<file path="src/hw/rtl/pq3_pkg.sv">
// Shared types and constants for the three-class strict priority queue.
// No dependencies; every module of the block imports this package.
package pq3_pkg;

  localparam int CAPACITY    = 16;
  localparam int NUM_CLASSES = 3;

  localparam int PTR_W  = (CAPACITY > 1) ? $clog2(CAPACITY) : 1;
  localparam int CNT_W  = $clog2(CAPACITY + 1);
  localparam int ADDR_W = $clog2(NUM_CLASSES * CAPACITY);

  localparam int TICKET_W = 16;
  localparam int AGE_W    = 7;

  localparam logic [1:0] CLS_ELDERLY = 2'd0;
  localparam logic [1:0] CLS_HEALTH  = 2'd1;
  localparam logic [1:0] CLS_GENERAL = 2'd2;

  localparam logic OP_ENQ = 1'b0;
  localparam logic OP_DEQ = 1'b1;

  typedef enum logic [1:0] {
    ST_ENQ_OK    = 2'd0,
    ST_ENQ_FULL  = 2'd1,
    ST_DEQ_OK    = 2'd2,
    ST_DEQ_EMPTY = 2'd3
  } status_t;

  typedef logic [PTR_W-1:0]  ptr_t;
  typedef logic [CNT_W-1:0]  cnt_t;
  typedef logic [ADDR_W-1:0] addr_t;

  typedef struct packed {
    logic [TICKET_W-1:0] ticket;
    logic [AGE_W-1:0]    age;
  } entry_t;

  // Registered request as seen by the control logic
  typedef struct packed {
    logic       valid;
    logic       op;
    logic [1:0] cls;
  } req_t;

  // Slot memory write and read access
  typedef struct packed {
    logic   wr_en;
    addr_t  wr_addr;
    entry_t wr_data;
    logic   rd_en;
    addr_t  rd_addr;
  } mem_req_t;

  // Result information that travels beside the memory read
  typedef struct packed {
    logic       valid;
    status_t    status;
    logic [1:0] cls;
  } meta_t;

endpackage

</file>
<file path="src/hw/rtl/pq3_store.sv">
// Slot memory: one ring of CAPACITY entries per class, registered read.
// Depends on pq3_pkg.
module pq3_store (
  input  logic              clk,
  input  pq3_pkg::mem_req_t mem,
  output pq3_pkg::entry_t   rd_data
);
  import pq3_pkg::*;

  entry_t slots [NUM_CLASSES * CAPACITY];

  always_ff @(posedge clk) begin
    if (mem.wr_en) begin
      slots[mem.wr_addr] <= mem.wr_data;
    end
    if (mem.rd_en) begin
      rd_data <= slots[mem.rd_addr];
    end
  end

endmodule

</file>
<file path="src/hw/rtl/pq3_ctrl.sv">
// Per-class ring pointers, counts and class selection for the queue.
// Depends on pq3_pkg; drives the slot memory in pq3_store.
module pq3_ctrl (
  input  logic              clk,
  input  logic              rst,
  input  pq3_pkg::req_t     req,
  input  pq3_pkg::entry_t   req_data,
  output pq3_pkg::mem_req_t mem,
  output pq3_pkg::meta_t    meta
);
  import pq3_pkg::*;

  ptr_t heads [NUM_CLASSES];
  ptr_t tails [NUM_CLASSES];
  cnt_t counts [NUM_CLASSES];
  cnt_t total;

  ptr_t heads_next [NUM_CLASSES];
  ptr_t tails_next [NUM_CLASSES];
  cnt_t counts_next [NUM_CLASSES];
  cnt_t total_next;

  logic [1:0] enq_cls;
  logic [1:0] deq_cls;
  logic       any_held;
  logic       full;

  function automatic ptr_t ring_next(input ptr_t p);
    cnt_t n;
    n = CNT_W'(p) + CNT_W'(1);
    return (n >= CNT_W'(CAPACITY)) ? '0 : p + PTR_W'(1);
  endfunction

  function automatic addr_t slot_addr(input logic [1:0] c, input ptr_t p);
    return ADDR_W'(c) * ADDR_W'(CAPACITY) + ADDR_W'(p);
  endfunction

  // Class code three is stored as general
  assign enq_cls  = req.cls[1] ? CLS_GENERAL : req.cls;
  assign full     = (total >= CNT_W'(CAPACITY));
  assign any_held = (counts[0] != '0) || (counts[1] != '0) || (counts[2] != '0);

  always_comb begin
    if (counts[0] != '0) begin
      deq_cls = CLS_ELDERLY;
    end else if (counts[1] != '0) begin
      deq_cls = CLS_HEALTH;
    end else begin
      deq_cls = CLS_GENERAL;
    end
  end

  always_comb begin
    heads_next  = heads;
    tails_next  = tails;
    counts_next = counts;
    total_next  = total;
    mem.wr_en   = 1'b0;
    mem.wr_addr = slot_addr(enq_cls, tails[enq_cls]);
    mem.wr_data = req_data;
    mem.rd_en   = 1'b0;
    mem.rd_addr = slot_addr(deq_cls, heads[deq_cls]);
    meta.valid  = req.valid;
    meta.status = ST_ENQ_OK;
    meta.cls    = '0;
    if (req.valid) begin
      if (req.op == OP_ENQ) begin
        if (full) begin
          meta.status = ST_ENQ_FULL;
        end else begin
          mem.wr_en            = 1'b1;
          tails_next[enq_cls]  = ring_next(tails[enq_cls]);
          counts_next[enq_cls] = counts[enq_cls] + CNT_W'(1);
          total_next           = total + CNT_W'(1);
          meta.status          = ST_ENQ_OK;
        end
      end else begin
        if (any_held) begin
          mem.rd_en            = 1'b1;
          heads_next[deq_cls]  = ring_next(heads[deq_cls]);
          counts_next[deq_cls] = counts[deq_cls] - CNT_W'(1);
          total_next           = total - CNT_W'(1);
          meta.status          = ST_DEQ_OK;
          meta.cls             = deq_cls;
        end else begin
          meta.status = ST_DEQ_EMPTY;
        end
      end
    end
  end

  always_ff @(posedge clk) begin
    if (rst) begin
      for (int i = 0; i < NUM_CLASSES; i++) begin
        heads[i]  <= '0;
        tails[i]  <= '0;
        counts[i] <= '0;
      end
      total <= '0;
    end else begin
      heads  <= heads_next;
      tails  <= tails_next;
      counts <= counts_next;
      total  <= total_next;
    end
  end

endmodule

</file>
<file path="src/hw/rtl/three_class_strict_priority_queue.sv">
// Top level of the three-class strict priority queue.
// Depends on pq3_pkg, pq3_ctrl and pq3_store.
//
// Usage:
//   Raise start with op and the entry fields; the item is taken at a rising
//   edge where start is high and busy is low. op enqueue stores ticket and
//   age at the tail of priority_class (code three counts as general); op
//   dequeue removes the oldest entry of the highest class that holds one.
//   Each item gives one result: done is high for exactly one cycle with
//   status, out_class, out_ticket and out_age; the last three are zero
//   unless an entry was dequeued.
//   Each item passes through the input register, then the slot memory read
//   register, before its result appears. Throughput: one item every cycle;
//   pointer and count updates are computed between those registers and stored
//   with the slot memory read, so back-to-back items see each other's effect.
//   Capacity is CAPACITY entries over all classes; an enqueue when full is
//   reported as rejected and changes nothing.
//   Reset empties every class at once; busy is high while rst is applied and
//   stays high until the busy register samples rst low, so no item is taken
//   before busy has fallen. Results cannot be held off by the receiver.
module three_class_strict_priority_queue (
  input  logic                           clk,
  input  logic                           rst,
  input  logic                           start,
  output logic                           busy,
  input  logic                           op,
  input  logic [1:0]                     priority_class,
  input  logic [pq3_pkg::TICKET_W-1:0]   ticket,
  input  logic [pq3_pkg::AGE_W-1:0]      age_years,
  output logic                           done,
  output logic [1:0]                     status,
  output logic [1:0]                     out_class,
  output logic [pq3_pkg::TICKET_W-1:0]   out_ticket,
  output logic [pq3_pkg::AGE_W-1:0]      out_age
);
  import pq3_pkg::*;

  logic     accept;
  req_t     req;
  entry_t   req_data;
  mem_req_t mem;
  meta_t    meta;
  meta_t    meta_q;
  entry_t   rd_data;
  logic     deq_ok;

  assign accept = start && !busy;

  always_ff @(posedge clk) begin
    if (rst) begin
      busy <= 1'b1;
    end else begin
      busy <= 1'b0;
    end
  end

  // Input register
  always_ff @(posedge clk) begin
    if (rst) begin
      req.valid <= 1'b0;
    end else begin
      req.valid <= accept;
    end
    if (accept) begin
      req.op          <= op;
      req.cls         <= priority_class;
      req_data.ticket <= ticket;
      req_data.age    <= age_years;
    end
  end

  pq3_ctrl u_ctrl (
    .clk      (clk),
    .rst      (rst),
    .req      (req),
    .req_data (req_data),
    .mem      (mem),
    .meta     (meta)
  );

  pq3_store u_store (
    .clk     (clk),
    .mem     (mem),
    .rd_data (rd_data)
  );

  // Result register, aligned with the memory read data
  always_ff @(posedge clk) begin
    if (rst) begin
      meta_q.valid <= 1'b0;
    end else begin
      meta_q.valid <= meta.valid;
    end
    meta_q.status <= meta.status;
    meta_q.cls    <= meta.cls;
  end

  assign deq_ok     = (meta_q.status == ST_DEQ_OK);
  assign done       = meta_q.valid;
  assign status     = meta_q.status;
  assign out_class  = deq_ok ? meta_q.cls : '0;
  assign out_ticket = deq_ok ? rd_data.ticket : '0;
  assign out_age    = deq_ok ? rd_data.age : '0;

  a_result_follows: assert property (@(posedge clk) disable iff (rst)
    accept |-> ##2 done)
    else $error("accepted item gave no result two cycles later");

  a_no_spurious: assert property (@(posedge clk) disable iff (rst)
    done |-> $past(accept, 2))
    else $error("result without an accepted item");

  a_deq_class: assert property (@(posedge clk) disable iff (rst)
    (done && deq_ok) |-> (out_class != 2'd3))
    else $error("dequeued entry carries an invalid class");

endmodule

</file>
<file path="config.mk">
export PLATFORM = sky130hd
export DESIGN_NAME = three_class_strict_priority_queue
export DESIGN_NICKNAME = d
export VERILOG_FILES = /design/src/hw/rtl/pq3_pkg.sv /design/src/hw/rtl/pq3_store.sv /design/src/hw/rtl/pq3_ctrl.sv /design/src/hw/rtl/three_class_strict_priority_queue.sv
export SDC_FILE = /design/constraint.sdc
export NUM_CORES = 1
export LEC_CHECK = 0
export BUFFER_PORTS_ARGS = -buffer_cell sky130_fd_sc_hd__buf_2
export CAP_MARGIN = 10
export CORE_MARGIN = 5
export CORE_UTILIZATION = 45
export CTS_CLUSTER_DIAMETER = 100
export DETAILED_ROUTE_END_ITERATION = 12
export PLACE_DENSITY_LB_ADDON = 0.25
export SYNTH_ARGS = -nofsm -noshare
export SYNTH_HDL_FRONTEND = slang
export SYNTH_SLANG_ARGS = --single-unit
</file>
<file path="constraint.sdc">
create_clock -name clk -period 9.31 [get_ports clk]
set_input_delay 1.862 -clock clk [delete_from_list [all_inputs] [get_ports clk]]
set_output_delay 1.862 -clock clk [all_outputs]
set_load 0.02 [all_outputs]
</file>
After elaboration in Yosys (flattened, before gate mapping)

Memory sizes are Yosys's and may differ from the RTL's. A register that Yosys moved wholly into a read port is not among the register bits.
Cells that the tools add are included.

Muxes and demuxes: 50
Reduce and logical (&&, ||, !) cells: 12
Multiply operators: 0
Eq/ne operators: 3
Order comparisons: 7
Divide/modulo/power cells: 0
Shift-type cells: 0
Add/sub/neg operators: 10
Bitwise gates (word level): 4

Operators with widths:

| operator                                                                     | number |
|---|---|
| 15-bit 2-to-1 mux                                                            | 3 |
| 5-bit 2-to-1 mux                                                             | 9 |
| 4-bit 2-to-1 mux                                                             | 8 |
| 15-bit bitwise mux                                                           | 2 |
| 12-bit bitwise mux                                                           | 2 |
| 5-bit binary-select mux with 2-bit select                                    | 2 |
| 5-bit demux with 2-bit select                                                | 2 |
| 4-bit binary-select mux with 2-bit select                                    | 2 |
| 4-bit demux with 2-bit select                                                | 2 |
| 16-bit 2-to-1 mux                                                            | 1 |
| 5-bit greater-or-equal comparator, second input constant                     | 3 |
| 5-bit nonzero test                                                           | 3 |
| 6-bit by 4-bit adder with 6-bit output                                       | 2 |
| 1-bit 2-to-1 mux                                                             | 11 |
| 4-bit by 1-bit adder with 5-bit output, second input constant                | 2 |
| 5-bit by 1-bit adder with 5-bit output, second input constant                | 2 |
| 2-bit 2-to-1 mux                                                             | 5 |
| 5-bit by 1-bit subtractor with 5-bit output, second input constant           | 2 |
| 3-bit AND reduction                                                          | 3 |
| 4-bit by 1-bit adder with 4-bit output, second input constant                | 2 |
| 7-bit 2-to-1 mux                                                             | 1 |
| 3-bit greater-or-equal comparator, second input constant                     | 2 |
| 3-bit by 1-bit less-than comparator with 1-bit output, second input constant | 2 |
| 2-bit NOT with 3-bit output                                                  | 2 |
| 7 further kinds                                                              | 11 |

Word-level logic and storage cells: 106
ROM bits: 0
Memories: 1
Bits in latches: 0
RAM bits: 1104
Bits in registers: 77

Memories:

| memory        | words | bits a word | read ports | clocked after Yosys merged registers in | wr ports | line            | RTL |
|---|---|---|---|---|---|---|---|
| u_store.slots | 48    | 23          | 1          | 1                                       | 1        | pq3_store.sv:10 | `entry_t slots [NUM_CLASSES * CAPACITY];` |

Logic depth before layout (Yosys ltp)

Gate-level depths: netlist of the first run.

Word-level depth: 11
Gate-level depth with buffers: 13
Mapped depth without buffers: 10

Cells and area by module

From an unflattened synthesis of the first run, not the netlist that was laid out.

Cell total of the unflattened synthesis: 2543
Area total of the unflattened synthesis: 47569.4 um^2

By module, submodules not included:

| module                            | area an instance (um^2) | cells an instance | sequential area each (um^2) | times used |
|---|---|---|---|---|
| pq3_store                         | 43500.5                 | 2117              | 33842.5                     | 1 |
| pq3_ctrl                          | 2855.2                  | 359               | 880.8                       | 1 |
| three_class_strict_priority_queue | 1213.7                  | 67                | 920.9                       | 1 |

Least setup slack after synthesis of the first run

Ideal clock, no wire load.

Path kind: in2reg
Start: input start
End: register req[0] (netlist name)
Setup slack: 5.825 ns
Stages on the path: 1
Arrival time: 3.073 ns
Setup time: 0.413 ns
Data required time: 8.897 ns
Cell sequence: nor2b_1

Longest elaborated chain between the ends: 1

RTL lines:

| item              | line                                    | RTL |
|---|---|---|
| start, declared   | three_class_strict_priority_queue.sv:24 | `input logic start,` |
| 1-bit logical AND | three_class_strict_priority_queue.sv:47 | `assign accept = start && !busy;` |

No other way between the ends.
A chain may end at the register's enable or synchronous reset.

Final worst setup path of the first run

Start: register u_ctrl.counts[9] in the netlist's numbering
End: register u_store.rd_data[1] (netlist name)

Longest elaborated chain between the ends: 8
Elaborated cells between the ends (all ways): 13

RTL lines:

| item                                                | line                           | RTL |
|---|---|---|
| start, declared                                     | pq3_ctrl.sv:15                 | `cnt_t counts [NUM_CLASSES];` |
| start signal, assigned                              | pq3_ctrl.sv:103                | `counts <= counts_next;` |
| 5-bit nonzero test *                                | pq3_ctrl.sv:41, pq3_ctrl.sv:46 |  |
| 2-bit 2-to-1 mux                                    | pq3_ctrl.sv:46                 | `end else if (counts[1] != '0) begin` |
| 2-bit 2-to-1 mux                                    | pq3_ctrl.sv:44                 | `if (counts[0] != '0) begin` |
| 2-bit NOT with 3-bit output (implied by the code)   | pq3_ctrl.sv:62                 | `mem.rd_addr = slot_addr(deq_cls, heads[deq_cls]);` |
| 4-bit binary-select mux with 2-bit select           | pq3_ctrl.sv:62                 |  |
| 4-bit 2-to-1 mux (implied by the code) (2 in a row) | pq3_ctrl.sv:62                 |  |
| 6-bit by 4-bit adder with 6-bit output              | pq3_ctrl.sv:35                 | `return ADDR_W'(c) * ADDR_W'(CAPACITY) + ADDR_W'(p);` |

Every way passes the cells marked *; elsewhere a longest branch is shown, timed or not. The select of a mux whose other input is x is not followed.

==> impl_metrics.json, run 1 <==
{
  "drtPass1Iterations": 6,
  "critPathLaunchType": "register",
  "drive_above_1_share_pct": 17.9,
  "wire_per_inst_um": 30.9,
  "rr_startpoint": "u_ctrl.counts[9]",
  "fin_area_sq_um": 53300,
  "grt_overflow": 0,
  "netSwitchingFraction_pct": 20.2,
  "reg2reg_slack_ns": 4.36,
  "min_period_over_period_pct": 53.2,
  "grt_max_degree": 126,
  "fin_nets": 2851,
  "finalSetupViolCount": 0,
  "avgSynthCellArea_sq_um": 17.5,
  "syn_to_final_growth_pct": 13.1,
  "critPathCaptureType": "register",
  "placed_area_sq_um": 49400,
  "pwr-share-seq_pct": 54.2,
  "synthCells": 2690,
  "drv_slew": 0,
  "critical_path_class": "register to register",
  "hold_viol_final": 0,
  "drv_cap": 0,
  "leakagePower_nw": 17.2,
  "die_w_um": 333,
  "insertion_delay_ns": 0.71,
  "postCtsSetupRepairBufs": 0,
  "fin_skew_ns": 0.0277,
  "ant_nets": 0,
  "p_per_area_nw_per_um2": 206,
  "drc_errors": 0,
  "cts_buffer_depth": 3,
  "grt_pass1_wl_um": 190000,
  "cts_tree": "yes",
  "hold_start": "u_ctrl.tails[1]",
  "core_sq_um": 104000,
  "cpPeakStageDelay_ns": 0.69,
  "antenna_found_initial": 5,
  "cts-root-buf": "clkbuf_16",
  "dieArea_sq_um": 111000,
  "worstPathCellList": "nor4_2, buf_4, a311o_2, buf_4, o21ai_4, buf_4, inv_8, buf_4, nor2_2, buf_4, a22o_1, a211oi_1, nor4_1",
  "clkSlewWorstSetupHoldPaths_ns": 0.06,
  "synth_top_cell_by_area": "edfxtp_1",
  "die_h_um": 333,
  "cp_top_family": "buffers and inverters",
  "synth_common_cells": "edfxtp_1 (1,153), nand2_1 (224), mux2i_1 (193), nor2_1 (160), mux4_2 (130)",
  "clock_sinks": 1204,
  "track_usage_pct": 23.4,
  "min_path_type": "register to register",
  "wl_um": 132000,
  "ys_ff_latch": 1204,
  "gpl.final_weighted_congestion": 0.860,
  "setup_slack_ns": 4.36,
  "htreeDepth": 3,
  "p_comb_share_pct": 2.6,
  "cp_common_cell": "buf_4",
  "finalCoreUtilization_pct": 51.3,
  "seq_area_frac_synth_pct": 75.7,
  "place_ws_ns": 4.33,
  "dpl.hpwl_um": 75800,
  "numCtsBuffers": 119,
  "async_flop_share_pct": 0,
  "outcome": "completed",
  "timing.fmax_ghz": 0.202,
  "power.internal_mw": 8.74,
  "cp_max_fo": 58,
  "worstSetupStartpoint": "u_ctrl.counts[9]",
  "p_sw_mw": 2.22,
  "path_buf_inv": 6,
  "drt_iter0_drc": 3393,
  "min_period_ns": 4.95,
  "viasPerCell": 6.17,
  "timing.setup.tns_ns": 0,
  "io_pins": 58,
  "synth-edff-count": 1153,
  "slowest_stage": "buf_4",
  "vias": 26500,
  "syn-num-nets": 2728,
  "ys.flop_type": "edfxtp_1",
  "row_count": 118,
  "yosysTopAreaCellShare_pct": 73.5,
  "ir_drop_uv": 167,
  "synth_cell_type_count": 62,
  "first_global_vias": 26200,
  "cts_resized": 0,
  "pwr-share-clk_pct": 43.2,
  "start_util_pct": 45.4,
  "cp.arrival_ns": 5.38,
  "worst_pin_slew_ns": 1.29,
  "synth_most_common_cell": "edfxtp_1",
  "hold_buffers": 0,
  "required_ns": 9.73,
  "yosys-top-cells-area": "edfxtp_1 (74%), mux4_2 (6.2%), mux2i_1 (4.1%)",
  "relSlewSlack_pct": 14.0,
  "ys_warn_count": 0,
  "grt_setup_unrepaired": "no",
  "netlist_area_sq_um": 47100,
  "portBuffers": 57
}
[worst paths after layout]
path / cells after the start / end
worst max-delay path: 13 / u_store.rd_data[1]
worst min-delay path: 2 / u_ctrl.tails[1]
worst max register to register: 13 / u_store.rd_data[1]
worst min register to register: 2 / u_ctrl.tails[1]
[metal layers]
layer,vias to the layer above,part of all wire [%],global-route usage (%)
met5,-,0.027,0
met4,6,3.4,7.57
met3,242,9.2,5.32
met2,1397,47,37.2
met1,13800,40,32.6
li1,11100,-,-
[tightest hold or removal path, delay by kind of cell (launching register included)]
family | cells | cell delay [ns]
flip-flops | 1 | 0.31
AND/OR/NAND/NOR | 1 | 0.05
AO/OA/AOI/OAI | 1 | 0.05
[power groups by stage]
stage	registers [mW]	logic (mW)	clock network, mW
5_1_grt	5.93	0.308	5.02
3_3_place_gp	6.05	0.282	0
4_1_cts	5.93	0.289	4.80
3_5_place_dp	6.05	0.288	0
6_report	5.93	0.290	4.73
2_1_floorplan	6.07	0.146	0
[placed cells by master, fill, tap and decap left out, types with 51 or more instances in the layout]
master / count
edfxtp_1: 1153
nand2_1: 224
mux2i_1: 193
mux4_2: 130
clkbuf_16: 123
nor2_1: 109
buf_4: 97
a211oi_1: 76
buf_2: 57
nand3_1: 52
a31oi_1: 51
dfxtp_1: 51
[logic make-up (layout without fill, tap and decap cells)]
| family | count (synthesis) | in the layout | synth area share [%] |
|---|---|---|---|
| compound gates | 405 | 405 | 6.54 |
| fa+ha+maj | 9 | 9 | 0.255 |
| mux | 325 | 325 | 10.4 |
| simple gates | 538 | 538 | 4.99 |
| flops | 1204 | 1204 | 75.7 |
| xor+xnor | 17 | 17 | 0.316 |
| buf+inv | 192 | 413 | 1.83 |
| other cells | 0 | 2 | 0 |
[state kept, by name (all words and copies together) (netlist names)]
name             flops
u_store.slots     1104
req_data            23
u_store.rd_data     23
u_ctrl.counts       15
u_ctrl.heads        12
u_ctrl.tails        12
u_ctrl.total         5
req                  4
meta_q               2
status               2
busy                 1
done                 1
[stage by stage]
stage | total power, mW | hold slack, ns | std cells
6_report | 11.0 | 0.460 | 4293
5_1_grt | 11.3 | 0.490 | 4291
2_1_floorplan | 6.21 | 0.436 | 2690
3_5_place_dp | 6.33 | 0.455 | 4072
3_3_place_gp | 6.33 | 0.443 | 4072
4_1_cts | 11.0 | 0.464 | 4291
[cell type report]
class                      count  area (sq um)
inverter                      37           146
fill                        8288         50500
multi-input combinational   1294         10800
timing repair buffer         157          1070
antenna                        2          5.00
clock buffer                 151          3180
sequential                  1204         35600
clock inverter                68           633
tap                         1380          1730
Note: power is estimated with default switching activity, not from simulation.
==> run 2: changes to the inputs <==
==> constraint.sdc (replaced) <==
create_clock -name clk -period 4.9 [get_ports clk]
set_input_delay 0.98 -clock clk [delete_from_list [all_inputs] [get_ports clk]]
set_output_delay 0.98 -clock clk [all_outputs]
set_load 0.02 [all_outputs]
==> run 2 against run 1 <==
  * Via count about the same
  * Register-to-register slack worse by 4.0 ns
  * Global-route usage shrank 0.39 points
  * Routed wire length fell by 1.1%
  * Sequential power increased by 91%
  * Sequential share of layout area is 0.30 points lower
  * Final area grew 0.44%
  * Clock power increased by 85%
  * Count of clock-buffer cells in the layout is 3 lower
  * Clock skew rose by 0.0039 ns
  * Largest power group unchanged
==> impl_metrics.json, run 2 (same netlist as run 1, synthesis figures left out) <==
{
  "outcome": "completed",
  "io_pins": 58,
  "die_w_um": 333,
  "relSlewSlack_pct": 18.3,
  "min_period_over_period_pct": 92.7,
  "p_per_area_nw_per_um2": 385,
  "worstPathCellList": "nor4_4, nand2_2, o31ai_4, buf_12, buf_4, buf_4, mux4_2, a22o_1, a211oi_1, nor4_1",
  "finalSetupViolCount": 0,
  "cts_tree": "yes",
  "largest_register_ffs": 1104,
  "total_power_mw": 20.6,
  "critPathCaptureType": "register",
  "insertion_delay_ns": 0.72,
  "htreeDepth": 3,
  "critical_path_class": "register to register",
  "row_count": 118,
  "antenna_found_initial": 1,
  "vias": 26500,
  "worst_pin_slew_ns": 1.22,
  "grt_use_met2_pct": 35.3,
  "layout_commonest_cell": "edfxtp_1",
  "grt_max_degree": 100,
  "cts_buffer_depth": 3,
  "grt_setup_unrepaired": "no",
  "cts-root-buf": "clkbuf_16",
  "fin_nets": 2892,
  "drc_errors": 0,
  "max_flop_register": "u_store.slots",
  "regArea_sq_um": 35600,
  "track_usage_pct": 23.1,
  "min_period_ns": 4.54,
  "die_h_um": 333,
  "wire_per_inst_um": 30.2,
  "min_path_type": "primary input to register",
  "first_global_vias": 25900,
  "drv_cap": 0,
  "syn_to_final_growth_pct": 13.6,
  "grt.met1_usage_pct": 32.1,
  "hold_viol_final": 0,
  "viasPerCell": 6.11,
  "mostFrequentLayoutCells": "edfxtp_1 (1,153), nand2_1 (224), mux2i_1 (193)",
  "cp_common_cell": "buf_4",
  "timing.fmax_ghz": 0.220,
  "required_ns": 5.32,
  "multi_input_area_sq_um": 10800,
  "drive_above_1_share_pct": 19.2,
  "portBuffers": 57,
  "cp_max_fo": 32,
  "clock_sinks": 1204,
  "ant_nets": 0,
  "leakagePower_nw": 17.4,
  "path_buf_inv": 3,
  "cpPeakStageDelay_ns": 0.55,
  "critPathLaunchType": "register",
  "cts_resized": 0,
  "clkSlewWorstSetupHoldPaths_ns": 0.06,
  "numCtsBuffers": 121,
  "gpl.final_weighted_congestion": 0.843,
  "hold_buffers": 0,
  "drtPass1Iterations": 6,
  "grt_use_met3_pct": 6.75,
  "nFillCells": 8277,
  "grt_overflow": 0,
  "core_sq_um": 104000,
  "cp.arrival_ns": 4.96,
  "ir_drop_uv": 349,
  "grt_pass1_wl_um": 187000,
  "fin_skew_ns": 0.0315,
  "dpl.hpwl_um": 77000,
  "grt-busiest-layer": "met2",
  "cp_top_family": "compound AO/OA/AOI/OAI gates",
  "timing.setup.tns_ns": 0,
  "start_util_pct": 45.4,
  "drt_iter0_drc": 3638,
  "drv_slew": 0,
  "wl_um": 131000,
  "postCtsSetupRepairBufs": 0,
  "slowest_stage": "mux4_2",
  "dieArea_sq_um": 111000,
  "reg.largest.list": "u_store.slots (1104), req_data (23), u_store.rd_data (23)"
}
## run 2: cell count changes in the layout (fill, tap and decap cells not counted), sizes merged
cell    before  now
buf        157  196
bufinv      12    6
clkbuf     151  148
clkinv      50   61
diode        2    1
inv         39   43
## run 2: report_power, final
part,switching (mW),internal [mW],total (mW),leakage [nW]
clock,3.84,4.93,8.77,1.85
combinational,0.394,0.168,0.561,4.74
sequential,0.0179,11.3,11.3,10.8
total,4.25,16.3,20.6,17.4
## run 2: path summary, 6_finish.rpt
check	from	to	slack, ns	cells after the start
worst max-delay path	u_ctrl.counts[10]	u_store.rd_data[9]	0.36	10
worst max register to register	u_ctrl.counts[10]	u_store.rd_data[9]	0.36	10
worst min register to register	u_ctrl.tails[0]	u_ctrl.tails[0]	0.46	2
worst min-delay path	ticket[13]	req_data[20]	0.45	1
## run 2: final cells by class
type                    count  area share [%]
flip-flops and latches   1204            66.6
multi-input cells        1294            20.2
clock buffers             148            5.97
well taps                1380            3.23
repair buffers            196            2.62
clock inverters            77            1.04
inverters                  37           0.274
diodes                      1         0.00468
## run 2: worst reg2reg max path, stage by stage, from the launching register on
cell and delay (ns):
dfxtp_1 0.37, nor4_4 0.54, nand2_2 0.35, o31ai_4 0.46, buf_12 0.31, buf_4 0.44
buf_4 0.36, mux4_2 0.55, a22o_1 0.24, a211oi_1 0.53, nor4_1 0.14
## run 2: routing by layer
| metal | part of all wire, % | up-vias |
|---|---|---|
| met5 | 0 | - |
| met4 | 3.3 | 0 |
| met3 | 11 | 194 |
| met2 | 46 | 1390 |
| met1 | 40 | 13800 |
| li1 | - | 11200 |
## run 2: stage by stage
| stage | worst slack (ns) | utilization [%] | cell area (sq um) | cells | hold slack [ns] |
|---|---|---|---|---|---|
| after floorplan | 1.55 | - | 47100 | 2690 | 0.436 |
| after global placement | 0.446 | 47.9 | 49700 | 4111 | 0.443 |
| after detailed placement | 0.372 | 47.9 | 49700 | 4111 | 0.457 |
| after CTS | 0.359 | 51.5 | 53500 | 4336 | 0.399 |
| after global routing | 0.126 | 51.5 | 53500 | 4336 | 0.428 |
| final | 0.360 | 51.5 | 53500 | 4337 | 0.450 |
